[src/rtl/pip4_pkg.sv]
// Shared types and constants for the 4bpp palette index packer.
`default_nettype none

package pip4_pkg;

  // Fixed field widths
  localparam int unsigned COLOR_W = 8;
  localparam int unsigned NIB_W   = 4;
  localparam int unsigned COUNT_W = 5;
  localparam int unsigned STAT_W  = 2;

  // Function codes
  localparam logic FUNC_LOAD    = 1'b0;
  localparam logic FUNC_CONVERT = 1'b1;

  // Status codes
  localparam logic [STAT_W-1:0] ST_OK        = 2'd0;
  localparam logic [STAT_W-1:0] ST_NOT_FOUND = 2'd1;
  localparam logic [STAT_W-1:0] ST_FULL      = 2'd2;
  localparam logic [STAT_W-1:0] ST_LOAD_FULL = 2'd3;

  // Input word
  typedef struct packed {
    logic               func;
    logic [COLOR_W-1:0] first_color;
    logic [COLOR_W-1:0] second_color;
    logic               second_valid;
  } pip4_in_t;

  // Result word
  typedef struct packed {
    logic [COLOR_W-1:0] packed_byte;
    logic [STAT_W-1:0]  status;
    logic [COUNT_W-1:0] palette_count;
  } pip4_out_t;

  // Per-lane compare result
  typedef struct packed {
    logic first_hit;
    logic second_hit;
  } pip4_hit_t;

  // Merged lookup result
  typedef struct packed {
    logic             found;
    logic [NIB_W-1:0] idx;
  } pip4_match_t;

endpackage

`default_nettype wire

[src/rtl/palette_index_packer_4bpp_unit.sv]
// Top level of the 4bpp palette index packer.
`default_nettype none

// Each input word carries a pair of 8-bit colors (or one palette entry to
// load) and yields one registered result word: two 4-bit palette indices
// packed first-in-high-nibble, a status code and the palette fill count
// after the word. One word is taken per clock unless stalled; the palette
// sits in PALETTE_DEPTH registers compared in parallel lanes, so a whole
// pair, including appending up to two new colors, resolves at once.
// The output register lets a new word enter in the same cycle the held
// result is taken. Write cfg_wdata = 1 (via cfg_we) only while idle to fix
// the palette; load words append entries regardless of that bit.
module palette_index_packer_4bpp_unit #(
  parameter int unsigned PALETTE_DEPTH = 16
) (
  input  wire logic                clk,
  input  wire logic                rst_n,
  input  wire logic                in_valid,
  output logic                     in_stall,
  input  wire pip4_pkg::pip4_in_t  in_data,
  output logic                     out_valid,
  input  wire logic                out_stall,
  output pip4_pkg::pip4_out_t      out_data,
  input  wire logic                cfg_we,
  input  wire logic                cfg_wdata
);

  localparam logic [pip4_pkg::COUNT_W-1:0] DEPTH_CNT = pip4_pkg::COUNT_W'(PALETTE_DEPTH);

  logic [pip4_pkg::COLOR_W-1:0] pal_r   [PALETTE_DEPTH];
  logic [pip4_pkg::COLOR_W-1:0] pal_nxt [PALETTE_DEPTH];
  logic [pip4_pkg::COUNT_W-1:0] used_r, used_nxt, used_mid;
  logic                         fixed_r;
  logic                         out_valid_r, out_valid_nxt;
  pip4_pkg::pip4_out_t          out_data_r, out_data_nxt;

  logic                         in_acc;
  logic [PALETTE_DEPTH-1:0]     hits1, hits2;
  pip4_pkg::pip4_hit_t          lane_hit [PALETTE_DEPTH];
  pip4_pkg::pip4_match_t        m1, m2;

  logic                         ins1, ins2, found2, ok1, ok2, same_c;
  logic [pip4_pkg::NIB_W-1:0]   idx1, idx2;
  logic                         wr1, wr2;
  logic [pip4_pkg::COUNT_W-1:0] waddr1, waddr2;
  logic [pip4_pkg::COLOR_W-1:0] wdata1;

  // Stall input only while a held result is blocked
  assign in_stall  = out_valid_r && out_stall;
  assign in_acc    = in_valid && !in_stall;
  assign out_valid = out_valid_r;
  assign out_data  = out_data_r;

  // Compare lanes, one per palette entry
  for (genvar g = 0; g < PALETTE_DEPTH; g++) begin : g_lane
    pip4_lane u_lane (
      .entry_color  (pal_r[g]),
      .entry_used   (used_r > pip4_pkg::COUNT_W'(g)),
      .first_color  (in_data.first_color),
      .second_color (in_data.second_color),
      .hit          (lane_hit[g])
    );
    assign hits1[g] = lane_hit[g].first_hit;
    assign hits2[g] = lane_hit[g].second_hit;
  end

  // Merge lane hits for each color
  pip4_merge #(.PALETTE_DEPTH(PALETTE_DEPTH)) u_merge1 (.hits(hits1), .match(m1));
  pip4_merge #(.PALETTE_DEPTH(PALETTE_DEPTH)) u_merge2 (.hits(hits2), .match(m2));

  // Resolve indices, insertions and the result word
  always_comb begin
    same_c   = in_data.second_color == in_data.first_color;
    ins1     = !m1.found && !fixed_r && (used_r < DEPTH_CNT);
    ok1      = m1.found || ins1;
    idx1     = m1.found ? m1.idx : used_r[pip4_pkg::NIB_W-1:0];
    used_mid = used_r + pip4_pkg::COUNT_W'(ins1);

    // Second color sees the first color's insertion
    found2 = m2.found || (ins1 && same_c);
    ins2   = in_data.second_valid && !found2 && !fixed_r && (used_mid < DEPTH_CNT);
    if (!in_data.second_valid) begin
      idx2 = '0;
      ok2  = 1'b1;
    end else if (m2.found) begin
      idx2 = m2.idx;
      ok2  = 1'b1;
    end else if (found2) begin
      idx2 = used_r[pip4_pkg::NIB_W-1:0];
      ok2  = 1'b1;
    end else begin
      idx2 = used_mid[pip4_pkg::NIB_W-1:0];
      ok2  = ins2;
    end

    wr1    = 1'b0;
    wr2    = 1'b0;
    waddr1 = used_r;
    waddr2 = used_mid;
    wdata1 = in_data.first_color;
    out_data_nxt.packed_byte = '0;
    out_data_nxt.status      = pip4_pkg::ST_OK;
    used_nxt                 = used_r;

    case (in_data.func)
      pip4_pkg::FUNC_LOAD: begin
        if (used_r < DEPTH_CNT) begin
          wr1      = in_acc;
          used_nxt = used_r + pip4_pkg::COUNT_W'(1);
        end else begin
          out_data_nxt.status = pip4_pkg::ST_LOAD_FULL;
        end
      end
      pip4_pkg::FUNC_CONVERT: begin
        wr1      = in_acc && ins1;
        wr2      = in_acc && ins2;
        used_nxt = used_mid + pip4_pkg::COUNT_W'(ins2);
        if (ok1 && ok2) begin
          out_data_nxt.packed_byte = {idx1, idx2};
        end else begin
          out_data_nxt.status = fixed_r ? pip4_pkg::ST_NOT_FOUND : pip4_pkg::ST_FULL;
        end
      end
      default: begin
        out_data_nxt.status = pip4_pkg::ST_OK;
      end
    endcase
    out_data_nxt.palette_count = used_nxt;
  end

  // Palette entry write-back
  always_comb begin
    for (int i = 0; i < PALETTE_DEPTH; i++) begin
      pal_nxt[i] = pal_r[i];
      if (wr1 && (waddr1 == pip4_pkg::COUNT_W'(i))) begin
        pal_nxt[i] = wdata1;
      end
      if (wr2 && (waddr2 == pip4_pkg::COUNT_W'(i))) begin
        pal_nxt[i] = in_data.second_color;
      end
    end
  end

  // Output valid: load on accept, drop when taken
  always_comb begin
    if (in_acc) begin
      out_valid_nxt = 1'b1;
    end else if (out_stall) begin
      out_valid_nxt = out_valid_r;
    end else begin
      out_valid_nxt = 1'b0;
    end
  end

  // Control state
  always_ff @(posedge clk) begin
    if (!rst_n) begin
      used_r      <= '0;
      fixed_r     <= 1'b0;
      out_valid_r <= 1'b0;
    end else begin
      out_valid_r <= out_valid_nxt;
      if (in_acc) begin
        used_r <= used_nxt;
      end
      if (cfg_we) begin
        fixed_r <= cfg_wdata;
      end
    end
  end

  // Payload: palette entries and result word
  always_ff @(posedge clk) begin
    for (int i = 0; i < PALETTE_DEPTH; i++) begin
      pal_r[i] <= pal_nxt[i];
    end
    if (in_acc) begin
      out_data_r <= out_data_nxt;
    end
  end

endmodule

`default_nettype wire

[src/rtl/pip4_lane.sv]
// One compare lane: matches both colors of a word against one palette entry.
`default_nettype none

module pip4_lane (
  input  wire logic [pip4_pkg::COLOR_W-1:0] entry_color,
  input  wire logic                         entry_used,
  input  wire logic [pip4_pkg::COLOR_W-1:0] first_color,
  input  wire logic [pip4_pkg::COLOR_W-1:0] second_color,
  output pip4_pkg::pip4_hit_t               hit
);

  // Match only entries already in use
  always_comb begin
    hit.first_hit  = entry_used && (entry_color == first_color);
    hit.second_hit = entry_used && (entry_color == second_color);
  end

endmodule

`default_nettype wire

[src/rtl/pip4_merge.sv]
// Merge stage: picks the lowest matching lane out of the hit vector.
`default_nettype none

module pip4_merge #(
  parameter int unsigned PALETTE_DEPTH = 16
) (
  input  wire logic [PALETTE_DEPTH-1:0] hits,
  output pip4_pkg::pip4_match_t         match
);

  // Priority encode, lowest index wins
  always_comb begin
    match.found = |hits;
    match.idx   = '0;
    for (int i = PALETTE_DEPTH - 1; i >= 0; i--) begin
      if (hits[i]) begin
        match.idx = pip4_pkg::NIB_W'(i);
      end
    end
  end

endmodule

`default_nettype wire

[config.mk]
export PLATFORM = sky130hd
export DESIGN_NAME = palette_index_packer_4bpp_unit
export DESIGN_NICKNAME = d
export VERILOG_FILES = /design/src/rtl/pip4_pkg.sv /design/src/rtl/palette_index_packer_4bpp_unit.sv /design/src/rtl/pip4_lane.sv /design/src/rtl/pip4_merge.sv
export SDC_FILE = /design/constraint.sdc
export NUM_CORES = 1
export LEC_CHECK = 0
export BUFFER_PORTS_ARGS = -buffer_cell sky130_fd_sc_hd__buf_2
export CAP_MARGIN = 20
export CORE_MARGIN = 8
export CORE_UTILIZATION = 34
export CTS_BUF_LIST = sky130_fd_sc_hd__clkbuf_4 sky130_fd_sc_hd__clkbuf_8 sky130_fd_sc_hd__clkbuf_16
export CTS_CLUSTER_DIAMETER = 120
export DETAILED_ROUTE_END_ITERATION = 8
export PLACE_DENSITY = 0.53
export REMOVE_ABC_BUFFERS = 1
export SYNTH_ARGS = -nofsm -noshare
export SYNTH_HDL_FRONTEND = slang
export SYNTH_SLANG_ARGS = --single-unit
[constraint.sdc]
create_clock -name clk -period 6.06 [get_ports clk]
set_clock_uncertainty 0.2 [all_clocks]
set_input_delay 1.212 -clock clk [delete_from_list [all_inputs] [get_ports clk]]
set_output_delay 1.212 -clock clk [all_outputs]
set_load 0.01 [all_outputs]
Word level (Yosys, flattened, before mapping):

Memory sizes are Yosys's and may differ from the RTL's.
Cells that the tools add are included.

* register bits: 22
* bits in latches: 0
* RAM bits: 128
* memory bits (read-only): 0
* bits of input ports: 24
* output and inout port bits: 17
* memories kept: 1

Memory list
* pal_r: depth 16, bits a word 8, rd ports 16, clocked after Yosys merged registers in 0, wr ports 16, line palette_index_packer_4bpp_unit.sv:30 `logic [pip4_pkg::COLOR_W-1:0] pal_r [PALETTE_DEPTH];`

* $add $sub $neg: 3
* multipliers: 0
* divide/modulo/power cells: 0
* $lt $le $gt $ge: 18
* eq/ne operators: 64
* shift operators: 0
* mux-type cells: 81
* bitwise logic cells: 1
* reduce and logical (&&, ||, !) cells: 87

Operators by type and width (number)
* 8-bit equality test: 33
* 8-bit 2-to-1 mux: 32
* 4-bit 2-to-1 mux: 35
* 5-bit by 4-bit equality test with 1-bit output, second input constant: 16
* 1-bit logical AND: 75
* 5-bit by 3-bit equality test with 1-bit output, second input constant: 8
* 5-bit by 4-bit > comparator with 1-bit output, second input constant: 8
* 16-bit OR reduction: 2
* 5-bit by 2-bit equality test with 1-bit output, second input constant: 4
* 5-bit by 3-bit > comparator with 1-bit output, second input constant: 4
* 5-bit by 1-bit adder with 5-bit output: 2
* 5-bit by 1-bit equality test with 1-bit output, second input constant: 2
* 5-bit by 1-bit > comparator with 1-bit output, second input constant: 2
* 5-bit by 2-bit > comparator with 1-bit output, second input constant: 2
* 5-bit zero test: 2
* 5-bit < comparator, second input constant: 2
* 5-bit one-hot mux with 2 select lines: 1
* 1-bit 2-to-1 mux: 7
* 2-bit 2-to-1 mux: 3
* 5-bit by 1-bit adder with 5-bit output, second input constant: 1
* 5-bit 2-to-1 mux: 1
* 1-bit zero test: 4
* 2-bit one-hot mux with 2 select lines: 1
* 3-bit AND reduction: 1
* 5 further kinds: 6

Depth between registers and ports, before layout:

Gate-level depths: netlist of run 1.

* word-level depth: 19
* gate-level depth with buffers: 26

Hierarchy:

From an unflattened synthesis of run 1, not the netlist that was laid out.

* cell total of the unflattened synthesis: 1002
* area total of the unflattened synthesis: 11009.3 µm²

By module, submodules not included
* palette_index_packer_4bpp_unit: times used 1, cells an instance 550, area each 7613.6 µm², sequential area each 4434.3 µm²
* pip4_lane: times used 16, cells an instance 24, area each 190.2 µm², sequential area each 0.0 µm²
* pip4_merge: times used 2, cells an instance 34, area each 176.4 µm², sequential area each 0.0 µm²

Least setup slack after synthesis of run 1:

No wires, ideal clock.

* path type: input to register
* start: input in_data[16] (netlist bit)
* end: memory pal_r[1][0] (netlist bit), enable pin
* library setup time: 0.384 ns
* data arrival time: 5.646 ns
* data required time: 5.476 ns
* slack: -0.170 ns
* stages: 20
* path through: buf_4 -> clkbuf_1 -> xor2_1 -> nor4_1 -> nand3_1 -> nor4bb_1 -> nand4_2 -> buf_2 -> nor3_1 -> ha_1 -> ha_1 -> clkbuf_1 -> nand2_1 -> xor2_1 -> nand2b_1 -> nor3_1 -> o2111ai_4 -> or4_1 -> buf_6 -> o21ai_0

RTL lines
* from (decl): line palette_index_packer_4bpp_unit.sv:20 `input wire pip4_pkg::pip4_in_t in_data,`
* to (decl): line palette_index_packer_4bpp_unit.sv:30

==> results of run 1 <==
power by group:
part	switching, mW	internal, mW
clock	0.434	0.858
combinational	0.265	0.177
sequential	0.0185	1.17
total	0.718	2.20
metal layers:
metal	vias up	GRT usage (%)
met3	20	3.43
met2	194	26.0
met4	0	3.54
met1	3990	23.9
li1	3690	-
met5	-	0
flip-flops by register name, summed over array words and instances, names as in the netlist:
register,flops
fixed_r,1
pal_r,128
out_data,15
used_r,5
out_valid,1
stage by stage:
stage	util (%)	hold slack, ps	power (mW)
global route	39.4	395	3.01
detailed placement	37.2	354	1.65
finish	39.4	360	2.92
global placement	37.2	325	1.64
floorplan	-	358	1.44
CTS	39.4	369	2.93
worst max-delay path, stage by stage:
cell	delay, ps
buf_2	100
buf_12	220
xor2_1	170
nor4_1	70
and3_1	210
nor4bb_1	700
nand4_2	190
nor3_1	200
ha_1	210
ha_1	170
nand2_1	60
xor2_1	120
nand2b_1	150
nor3_1	210
buf_4	170
o2111ai_4	220
or4_1	750
o21ai_0	190
buf_4	210
path summary, 6_finish.rpt:
path / startpoint / end / slack (ps) / cells past startpoint
setup / recovery: in_data[16] / pal_r[1][13] / 380 / 19
hold reg to reg: used_r[3] / used_r[3] / 360 / 2
hold / removal: used_r[3] / used_r[3] / 360 / 2
setup reg to reg: used_r[2] / pal_r[1][13] / 400 / 19
cells in the mapped netlist (all sizes together), types with 10 or more instances:
library cell    n
nand4          32
xnor2         102
buf            56
o21ai          19
and3           10
mux2          129
clkbuf         28
nand3          21
xor2          172
a21oi          10
edfxtp        143
nand2          42
nor2           34
nor3           16
nor4           52
kinds of logic (layout without fill, tap and decap cells):
kind of cell    after synthesis  count (layout)  synth area share (%)
xor+xnor                    274             274                  21.6
flops                       150             150                  39.9
fa+ha+maj                     8               8                 0.901
simple gates                253             253                  13.8
buf+inv                      93             142                  4.10
mux                         134             134                  14.3
compound gates               82              82                  5.36
final cells by class:
cell class | instances | area share, %
well taps | 442 | 4.34
multi-input cells | 751 | 48.8
inverters | 9 | 0.265
clock buffers | 18 | 3.40
flip-flops and latches | 150 | 34.8
clock inverters | 13 | 2.18
repair buffers | 102 | 6.21
==> summary.md, run 1 <==
| Metric | Value |
|---|---|
| Tmin final | `approximately 5700 ps` |
| Antenna violations before repair | `0` |
| Sequential area share after synthesis | `39.9%` |
| Critical Path AT | `around 5600 ps` |
| Die Span X | `between 150 and 200 µm` |
| CTS sink count | `150` |
| Pwr/cell area | `between 200 and 250 nW/µm²` |
| Vias in the first global route | `about 7900` |
| # IOs | `41` |
| H-tree depth | `4` |
| Peak supply drop | `about 0.17 mV` |
| Crit. End Element | `flop` |
| Routed wl met2 | `14.6 mm` |
| Slew @ Worst Pin | `roughly 950 ps` |
| CP max FO | `33` |
| Status | `finished, final reports clean` |
| IO buf count | `40` |
| M1 WL | `between 15 and 20 mm` |
| Vias/cell | `approximately 5.3` |
| Commonest non-fill, non-tap cells in the layout | `xor2_1, edfxtp_1, mux2_2` |
| # fillers | `about 3200` |
| Cts repair resizes | `0` |
| Static leakage | `between 4 and 5 nW` |
| Drt total wl | `between 30 and 40 mm` |
| Hold Fails Final Rpt | `0` |
| Antenna Cells | `0` |
| Worst slew margin | `around 37%` |
| Final #Nets | `between 1000 and 1500` |
| Unrepaired setup endpoints after global routing | `no` |
| Post-synth ARST share | `0%` |
| Clock Pin Slew Worst Setup and Hold Paths | `60 ps` |
| Final worst-path cycle share | `a little over nine tenths` |
| Placed cells | `between 1000 and 1500` |
| EDFF count, synth | `143` |
| Mapped cell area | `between 10000 and 15000 µm²` |
| Area leader, netlist | `edfxtp_1` |
| Footprint of the multi-input gates | `a little over 6000 µm²` |
| Fmax | `roughly 180 MHz` |
| Yosys warnings | `0` |
| Final setup TNS | `0 ps` |
| Setup Buffers After CTS | `0` |
| CTS tree | `done` |
| Post-DRT Antenna Nets | `0` |
| Area grow syn2layout | `14.7%` |
| Initial core utilization | `34.3%` |
| Final GP Congestion | `about 0.93` |
| Largest net degree at the start of global routing | `34` |
| Area of the core | `between 30000 and 40000 µm²` |
| Die area | `roughly 39000 µm²` |
| WL/cell | `approximately 22 µm` |
| Max-slew violation count | `0` |
| Final Setup Violations | `0` |
| Hold Buf Count CTS | `0` |
| CTS buffer count | `17` |
| Std cell rows | `66` |
| Ys flop type | `edfxtp_1` |
| Synth area leaders | `edfxtp_1, xor2_1, mux2_2` |
| DR iter-0 viols | `566` |
| Worst setup margin | `between 300 and 400 ps` |
| DR WL met3 | `approximately 1.5 mm` |
| Kind of critical path | `in -> reg` |
| Worst path required time | `6000 ps` |
| TritonRoute pass-1 iters | `5` |
| #FFs+latches synth | `150` |
| Synthesized area per cell | `roughly 11 µm²` |
| Post-DP Area | `12000 µm²` |
| Clk_lat worst skew | `between 400 and 500 ps` |
| Post-Layout Cell Count | `1485` |
| Setup WS pre-CTS | `-26.8 ps` |
| Clock buffer depth | `2` |
| Cells after Synth | `between 900 and 1000` |
| Dpl hpwl | `between 20 and 25 mm` |
| Most common cell after layout, fill and taps aside | `xor2_1` |
| CTS Root Cell | `clkbuf_16` |
| Max-cap violations | `0` |
| Post-synth top area share | `~39%` |
| Worst min-delay path class | `reg -> reg` |
| Register Area | `~4400 µm²` |
| Grt ovf | `0` |
| DR top layer | `met4` |
| CP Launch Type | `primary input` |
| Final instance area | `~13000 µm²` |
| Fraction of layout cells with a size suffix above 1 | `around 28%` |
| Die H | `197 µm` |
| Distinct cells, synth | `68` |
| DRC violations left | `0` |
| First-pass GRT wire length | `between 40 and 50 mm` |
| Tot GR Track Use | `between 10% and 20%` |
| Vias | `7894` |
Note: power is estimated with default switching activity, not from simulation.
==> run 2: changes to the inputs <==
SYNTH_HIERARCHICAL = 1   (was not set)
==> summary.md, run 2 <==
| Metric | Value |
|---|---|
| Largest stage delay on the critical path | `520 ps` |
| Critical path's top delay family | `simple AND/OR/NAND/NOR gates` |
| Cells after Synth | `1002` |
| Crit. End Element | `flop` |
| CP Launch Type | `primary input` |
| Max-slew violation count | `0` |
| CTS buffer count | `17` |
| Yosys warnings | `6` |
| Post-synthesis adder-cell area fraction | `0.909%` |
| Final instance area | `between 10000 and 15000 µm²` |
| Hold Path Stages | `2` |
| Tmin final | `5540 ps` |
| Worst path buffer plus inverter count | `2` |
| Drt total wl | `around 33 mm` |
| #FFs+latches synth | `150` |
| R2R Setup Slk | `580 ps` |
| Hold Crit Endpoint | `out_valid` |
| EDFF count, synth | `between 100 and 150` |
| Area of the core | `roughly 32000 µm²` |
| Largest net degree at the start of global routing | `34` |
| CP max FO | `21` |
| R2R Path End | `pal_r[1][45]` |
| Unrepaired setup endpoints after global routing | `no` |
| Area leader, netlist | `edfxtp_1` |
| Final worst-path cycle share | `about nine tenths` |
| Static leakage | `4.01 nW` |
| Clock Pin Slew Worst Setup and Hold Paths | `approximately 70 ps` |
| Vias | `7934` |
| Sequential area share after synthesis | `40.3%` |
| Antenna violations before repair | `1` |
| Fraction of layout cells with a size suffix above 1 | `a little over a quarter` |
| Final #Nets | `1103` |
| Mapped cell area | `~11000 µm²` |
| Critical Path AT | `~5400 ps` |
| DRC violations left | `0` |
| Met3 GRT Util | `~3.2%` |
| Most Crowded Layer GR | `met2` |
| Post-DRT Antenna Nets | `0` |
| Most common cell after layout, fill and taps aside | `xnor2_1` |
| Peak supply drop | `between 0.15 and 0.2 mV` |
| Clk_lat worst skew | `between 400 and 500 ps` |
| Die Span X | `slightly below 200 µm` |
| First-pass GRT wire length | `a little over 50 mm` |
| Clock buffer depth | `2` |
| Synth Area in Simple Gates | `between 15 and 20%` |
| WL/cell | `~22 µm` |
| Area grow syn2layout | `14.8%` |
| Max-cap violations | `0` |
| Placed cells | `1460` |
| # IOs | `~40` |
| Worst min-delay path class | `reg -> reg` |
| Ys flop type | `edfxtp_1` |
| Post-synth ARST share | `0%` |
| # fillers | `about 3200` |
| Biggest register | `pal_r` |
| Post-DP Area | `12000 µm²` |
| Vias in the first global route | `just over 8000` |
| Grt ovf | `0` |
| Worst path required time | `a little under 6000 ps` |
| Hold Buf Count CTS | `0` |
| Post-synth top area share | `39.0%` |
| CTS sink count | `150` |
| Commonest cells in the netlist | `xnor2_1, edfxtp_1, mux2_2, nand2_1, nand3_1` |
| Status | `finished, final reports clean` |
| Final GP Congestion | `about 0.9` |
| Largest family of logic cells by synthesized area | `XOR/XNOR gates` |
| IO buf count | `40` |
| Fmax | `roughly 180 MHz` |
| Tot GR Track Use | `between 10% and 20%` |
| Final setup TNS | `0 ps` |
| Final Setup Violations | `0` |
| Antenna Cells | `0` |
| CTS tree | `done` |
| Std cell rows | `between 60 and 70` |
| Pwr/cell area | `approximately 220 nW/µm²` |
| Grt met1 use | `approximately a quarter` |
| Post-Layout Cell Count | `~1500` |
| Vias/cell | `around 5.3` |
| Worst slew margin | `28.8%` |
| Worst-path cell chain | `buf_2 > xnor2_1 > nand3_1 > nor3_2 > nor4_2 > nand3_1 > or3_1 > nor3_1 > ha_1 > ha_1 > nand4_1 > a21o_1 > or3b_1 > or4b_1 > buf_4 > nand2_1` |
| Cts repair resizes | `0` |
| Commonest non-fill, non-tap cells in the layout | `xnor2_1, edfxtp_1, mux2_2` |
| Distinct cells, synth | `60` |
| Setup Buffers After CTS | `0` |
| Synthesized area per cell | `~11 µm²` |
| Die area | `around 38000 µm²` |
| Worst Hold Launch | `out_valid` |
| Die H | `196 µm` |
| CTS Root Cell | `clkbuf_16` |
| Initial core utilization | `roughly a third` |
| Synth area leaders | `edfxtp_1, xnor2_1, mux2_2` |
| Mux cell area share after synthesis | `14.0%` |
| Dpl hpwl | `between 20 and 25 mm` |
| Most common cell in the netlist | `xnor2_1` |
| TritonRoute pass-1 iters | `5` |
| Met2 usage | `27.3%` |
| Complex-gate fraction of the synthesized area | `around 5.0%` |
| DR iter-0 viols | `between 600 and 700` |
| Worst r2r src | `used_r[1]` |
| Kind of critical path | `in -> reg` |
| Largest register FFs | `between 100 and 150` |
| Post-synthesis xor/xnor area fraction | `between 20% and 30%` |
| Hold Fails Final Rpt | `0` |
| Slew @ Worst Pin | `approximately 1100 ps` |
| CP max stage cell | `buf_2` |
| Total power | `roughly 2.7 mW` |
| Cell count of the worst reg-to-reg path | `18` |
| H-tree depth | `4` |
-- run 2: worst max-delay path by stage --
stage	startpoint	to	slack, ps	cells after the start
after floorplan	in_data[12]	out_data[4]	430	17
after global placement	in_data[15]	used_r[4]	180	21
after detailed placement	in_data[16]	used_r[4]	110	20
after CTS	in_data[16]	pal_r[1][47]	560	16
after global routing	in_data[16]	used_r[4]	180	20
final	in_data[16]	pal_r[1][45]	520	16
-- run 2: per-stage QoR --
| step | hold slack (ps) | util [%] | setup slack (ps) |
|---|---|---|---|
| after floorplan | 366 | - | 429 |
| after global placement | 405 | 37.4 | 183 |
| after detailed placement | 416 | 37.4 | 114 |
| after CTS | 432 | 39.2 | 559 |
| after global routing | 468 | 39.2 | 181 |
| final | 427 | 39.2 | 516 |
-- run 2: report_power, final --
part	switching [mW]	internal, mW
registers	0.0190	1.17
clock network	0.494	0.617
logic	0.266	0.189
-- run 2: cell families (layout without fill, tap and decap cells) --
logic type / after synthesis / after routing
multiplexers: 135 / 135
adder cells (fa/ha/maj): 8 / 8
AO/OA/AOI/OAI: 84 / 84
buffers and inverters: 61 / 143
flip-flops: 150 / 150
XOR/XNOR: 273 / 273
AND/OR/NAND/NOR: 291 / 291
-- run 2: worst min-delay path, stage by stage, from the launching register on --
cell and delay, ps:
dfxtp_1 350, and2_1 150, o21a_1 100
-- run 2: final cells by class --
class / instances / area [µm²] / area share, %
Inverter: 14 / 52.6 / 0.416
Multi-Input combinational cell: 791 / 6320 / 50.0
Sequential cell: 150 / 4430 / 35.1
Tap cell: 408 / 510 / 4.04
Timing Repair Buffer: 97 / 728 / 5.76
Clock inverter: 15 / 168 / 1.33
Clock buffer: 17 / 425 / 3.37
-- run 2: per-layer routing --
| metal | share of wire, % | wire, µm |
|---|---|---|
| met2 | 45 | 14700 |
| met3 | 4.5 | 1490 |
| met5 | 0.034 | 11 |
| met1 | 49 | 16100 |
| met4 | 1.5 | 507 |
